**config.mk**
```make
export PLATFORM = sky130hd
export DESIGN_NAME = m3inv_div_step
export DESIGN_NICKNAME = d
export VERILOG_FILES = /design/src/rtl/core/m3inv_div_step.sv
export SDC_FILE = /design/constraint.sdc
export NUM_CORES = 1
export LEC_CHECK = 0
export ABC_AREA = 1
export BUFFER_PORTS_ARGS = -buffer_cell sky130_fd_sc_hd__buf_2
export CORE_AREA = 5 5 127 129
export CTS_CLUSTER_SIZE = 16
export DETAILED_ROUTE_END_ITERATION = 10
export DIE_AREA = 0 0 132 134
export PLACE_DENSITY_LB_ADDON = 0.3
export SLEW_MARGIN = 20
export SYNTH_ARGS = -nofsm -noshare
export SYNTH_HDL_FRONTEND = slang
export SYNTH_SLANG_ARGS = --single-unit
```
**constraint.sdc**
```tcl
create_clock -name clk -period 3.16 [get_ports clk]
set_clock_uncertainty 0.15 [all_clocks]
set_input_delay 0.158 -clock clk [delete_from_list [all_inputs] [get_ports clk]]
set_output_delay 0.158 -clock clk [all_outputs]
set_load 0.03 [all_outputs]
```
**src/rtl/core/m3inv_div_step.sv**
```systemverilog
// One registered restoring-division step for one lane of the inverse.
// Produces one quotient bit per step; stands alone, no package needed.
module m3inv_div_step #(
	parameter int RW  = 52,
	parameter int DMW = 51,
	parameter int QW  = 17
) (
	input  logic           clk,
	input  logic           en,
	input  logic [DMW-1:0] dmag,
	input  logic [RW-1:0]  rem_in,
	input  logic [QW-1:0]  low_in,
	input  logic [QW-1:0]  q_in,
	output logic [RW-1:0]  rem_out,
	output logic [QW-1:0]  low_out,
	output logic [QW-1:0]  q_out
);
	logic [RW-1:0] rem_sh;
	logic [RW-1:0] dext;
	logic          ge;
	logic [RW-1:0] rem_s1;
	logic [QW-1:0] low_s1;
	logic [QW-1:0] q_s1;

	always_comb begin
		rem_sh = {rem_in[RW-2:0], low_in[QW-1]};
		dext   = {{(RW-DMW){1'b0}}, dmag};
		ge     = rem_sh >= dext;
	end

	always_ff @(posedge clk) begin
		if (en) begin
			rem_s1 <= ge ? rem_sh - dext : rem_sh;
			low_s1 <= {low_in[QW-2:0], 1'b0};
			q_s1   <= {q_in[QW-2:0], ge};
		end
	end

	assign rem_out = rem_s1;
	assign low_out = low_s1;
	assign q_out   = q_s1;
endmodule
```
# == Word level (Yosys, flattened, before mapping) ==
# Cells that the tools add are included.
# op_classes
addsub,1
n_mul,0
n_div,0
n_lt_le_gt_ge,1
n_eq_ne,0
n_shift,0
n_mux,1
bitwise,0
n_reduce_logical,0
# op_table
op,count
>= comparator 52 x 51 -> 1 bit,1
2-to-1 mux 52 bit,1
subtractor 52 x 51 -> 52 bit,1
# totals
reg_bits,85
latch_bits,0
mem_bits_rw,0
mem_bits_ro,0
input_bits,139
output_inout_bits,86
wordCells,6
n_memories,0

# == Longest topological paths before layout ==
# logic_depth
depth_word,2
depth_mapped,17
mapped_depth_nobuf,15

# == Worst setup path before layout ==
# Ideal clock, no wire load.
# synth_timing
kind,input to register
from,in low_in[16]
to,"reg rem_s1[33] (netlist: rem_out[33]), data pin"
setup_time_ns,0.253
t_arrival_ns,1.762
t_required_ns,2.757
slack_ns,0.994
cell_stages,14
n_path_buf,2
path_cell_list,inv_1 -> ha_1 -> fa_1 -> nor2_1 -> or2_1 -> nand2_1 -> nand3_2 -> nand2_1 -> nand3_4 -> inv_2 -> buf_6 -> buf_6 -> nand2_1 -> nand2_1
# synth_via
elab_chain_cells,2
word_cells_on_any_way,3
classes_between,1 x add/sub; 1 x order compare; 1 x mux
# synth_rtl
element,line_no,text
start: declaration,12,"input logic [QW-1:0] low_in,"
subtractor 52 x 51 -> 52 bit or >= comparator 52 x 51 -> 1 bit (tied branches),"33, 28",
2-to-1 mux 52 bit (*),33,rem_s1 <= ge ? rem_sh - dext : rem_sh;
end signal: assignment,33,
end: declaration,21,logic [RW-1:0] rem_s1;
# Mark *: on every way between the ends. The rest lies on a longest branch, timed or not.
# A chain may end at the register's enable or synchronous reset.

# == Final worst setup path ==
# layout_timing
from,in low_in[16]
to,"reg rem_s1[21] (netlist: rem_out[21]), data pin"
# The elaborated chain is that of the path after synthesis.

==> qor.txt <==
==============================================================================
RD Place Congestion .............................................        0.948
Antenna-violating nets left .....................................            0
First-iteration detailed-routing DRC count ......................          907
Mean area per synthesized cell ..................................    6.36 um^2
Power per cell area .............................................  407 mW/mm^2
Total clock buffers created by CTS ..............................            9
Fraction of power spent switching nets ..........................        40.0%
Worst min-delay path category ................................... input pin to flip-flop
Via density .....................................................         4.98
Worst vdd ir ....................................................       285 uV
Sequential share of power .......................................        34.3%
Slew Viols, Final ...............................................            0
Minimum clock period after layout ...............................      2950 ps
Maximum clock insertion buffer count ............................            2
Number of detailed-routing iterations run before antenna repair .            7
Proportion of synthesized chip area in sequential cells .........        32.2%
DRC violation count after routing ...............................            0
Final worst path period share ...................................        93.2%
Initial standard-cell utilization of the core ...................        53.2%
Top-level port count ............................................          225
Fraction of layout instances using a drive strength above 1 .....        17.1%
Final TNS setup .................................................         0 ps
Floorplan die area ..............................................  0.0177 mm^2
CTS H-tree depth ................................................            3
Number of vias after detailed routing ...........................         8709
Post-synthesis cell type with the largest combined area ......... sky130_fd_sc_hd__edfxtp_1
Resized cells post-CTS ..........................................            0
Placement-stage worst setup slack ...............................       510 ps
Global-route usage over all layers ..............................        30.7%
Final layout net count ..........................................         1748
DP Area ......................................................... 0.00928 mm^2
Final setup violation count .....................................            0
Combinational share of power ....................................        39.4%
Reg clk slew, reported paths ....................................        70 ps
Area added between synthesis and finish .........................        31.3%
Filler cell count in the final layout ...........................         1278
Leakage power figure ............................................   0.00585 uW
Placeable core area .............................................  0.0149 mm^2
Sort of element at the start of the critical path ...............    input pin
HPWL after detailed placement ...................................     21000 um
Number of global-route vias before repair .......................         8201
Count of clock tree sinks .......................................           85
Placement Rows ..................................................           45
Largest net degree at the start of global routing ...............           55
First-pass GRT wire length ......................................     43100 um
Leading cell types by total area after synthesis ................ sky130_fd_sc_hd__edfxtp_1, sky130_fd_sc_hd__nand2_1, sky130_fd_sc_hd__inv_1
Total wirelength of the detailed-routed design ..................     27600 um
Timing-limited maximum frequency ................................      339 MHz
Max-cap violation count .........................................            0
Worst Path Max Fanout ...........................................           48
CTS Root Cell ................................................... sky130_fd_sc_hd__clkbuf_16
Initial antenna violation count .................................            0
Overall overflow remaining after global route ...................            0
Most frequent cell on the critical path ......................... sky130_fd_sc_hd__nand2_1
Routed WL per cell ..............................................      15.8 um
Vertical die dimension ..........................................       134 um
Cells traversed along the worst timing path ..................... dlygate4sd3_1 > buf_2 > inv_1 > ha_1 > fa_1 > nor2_1 > or2_1 > nand2_1 > nand3_2 > nand2_1 > nand3_4 > inv_2 > buf_12 > nand2_1 > o21ai_0
Number of instances in the synthesized netlist ..................         1247
Required @ worst endpoint .......................................      3090 ps
Highest-delay cell along the critical path ...................... sky130_fd_sc_hd__dlygate4sd3_1
CP Data Arrival Time ............................................      2880 ps
Area of the multi-input gates ................................... 0.00422 mm^2
Clock share of power ............................................        26.3%
Status ..........................................................    completed
Tot Pwr .........................................................      4240 uW
Sequential cell area ............................................ 0.00255 mm^2
Switching Power .................................................      1700 uW
Final antenna diode count .......................................            0
Top cell type's share of synthesized area .......................        32.2%
Worst-case setup margin in the final layout .....................       214 ps
CTS tree ........................................................          yes
Unrepaired setup endpoints after global routing .................           no
Net count after synthesis .......................................         1438
Finished Core Util ..............................................        69.8%
Final design instance area without fill .........................  0.0104 mm^2
Yosys warns .....................................................            0
Critical path type .............................................. input pin to flip-flop
Netlist area before placement ................................... 0.00793 mm^2
Horiz. Die Dim ..................................................       132 um
Number of failing hold endpoints at the final stage .............            0
Longest individual stage delay on the worst path ................       550 ps
IO buf count ....................................................          221
Synth unique cells ..............................................           32
FF+latch count, synth ...........................................           85
Setup crit end kind .............................................    flip-flop
Power Internal ..................................................      2550 uW
==============================================================================
==> cell type report <==
| cell class | instances | share of cell area (%) |
|---|---|---|
| tap | 188 | 2.26 |
| inverter | 288 | 10.4 |
| timing repair buffer | 310 | 19.4 |
| multi-input combinational | 863 | 40.5 |
| clock buffer | 9 | 2.16 |
| clock inverter | 7 | 0.733 |
| sequential | 85 | 24.5 |
==> layout by cell type, fill, tap and decap left out, drive strengths merged <==
master | synthesis | final
nand2 | 517 | 517
inv | 288 | 291
buf | 10 | 226
nor2 | 97 | 97
edfxtp | 85 | 85
dlygate4sd3 | 0 | 84
nand3 | 56 | 56
ha | 51 | 51
o21ai | 32 | 32
a21oi | 30 | 30
xnor2 | 24 | 24
nand3b | 15 | 15
nand4 | 10 | 10
clkbuf | 1 | 9
nor3 | 9 | 9
o21bai | 6 | 6
xor2 | 5 | 5
a21boi | 4 | 4
clkinv | 0 | 4
a21o | 2 | 2
nor4 | 1 | 1
or2 | 1 | 1
and2 | 1 | 1
fa | 1 | 1
conb | 1 | 1
==> repair_timing <==
| item | in CTS | in global routing |
|---|---|---|
| hold endpoints to repair | 84 | 0 |
| hold buffers | 84 | 0 |
| buffers inserted | 0 | 0 |
==> logic make-up after synthesis <==
kind of cell             count (synthesis)  share of synthesized area, %
AO/OA/AOI/OAI                           74                          5.05
XOR/XNOR                                29                          3.20
adder cells (fa/ha/maj)                 52                          8.30
buffers and inverters                  299                          14.6
flip-flops                              85                          32.2
other                                    1                        0.0473
AND/OR/NAND/NOR                        707                          36.6
==> power by group through the flow <==
stage	clock, uW	combinational, uW	sequential, uW
finish	1120	1670	1450
global route	1160	1830	1470
CTS	1110	1640	1450
detailed placement	0	1550	1480
global placement	0	1530	1470
floorplan	0	760	1770
==> synth_stat cells (all sizes together) <==
| master | number |
|---|---|
| a21boi | 4 |
| a21o | 2 |
| a21oi | 30 |
| and2 | 1 |
| buf | 10 |
| clkbuf | 1 |
| conb | 1 |
| edfxtp | 85 |
| fa | 1 |
| ha | 51 |
| inv | 288 |
| nand2 | 517 |
| nand3 | 56 |
| nand3b | 15 |
| nand4 | 10 |
| nor2 | 97 |
| nor3 | 9 |
| nor4 | 1 |
| o21ai | 32 |
| o21bai | 6 |
| or2 | 1 |
| xnor2 | 24 |
| xor2 | 5 |
==> layer usage <==
metal	GRT usage, %	wire [um]
met5	0	0
met1	40.5	11900
met2	50.8	12700
met3	7.20	2460
met4	8.46	564
==> registers in the layout, summed over array words and instances (netlist names) <==
signal and cells:
rem_out 52, q_out 17, low_out 16
==> path summary, 6_finish.rpt <==
| check | startpoint | end | slack, ps | cells past startpoint |
|---|---|---|---|---|
| max | low_in[16] | rem_out[21]$_DFFE_PP_ | 210 | 15 |
| min | en | rem_out[42]$_DFFE_PP_ | 120 | 1 |
==> critical path, delay by kind of cell <==
kind	cells	cell delay, ps
buffers and inverters	5	990
AND/OR/NAND/NOR	7	930
AO/OA/AOI/OAI	1	130
adder cells (fa/ha/maj)	2	650
==> per-stage QoR <==
stage          hold slack, ps  instances
5_1_grt                   125       1750
2_1_floorplan             107       1247
6_report                  117       1750
3_5_place_dp              187       1650
4_1_cts                   117       1750
3_3_place_gp              184       1650
Note: power is estimated with default switching activity, not from simulation.
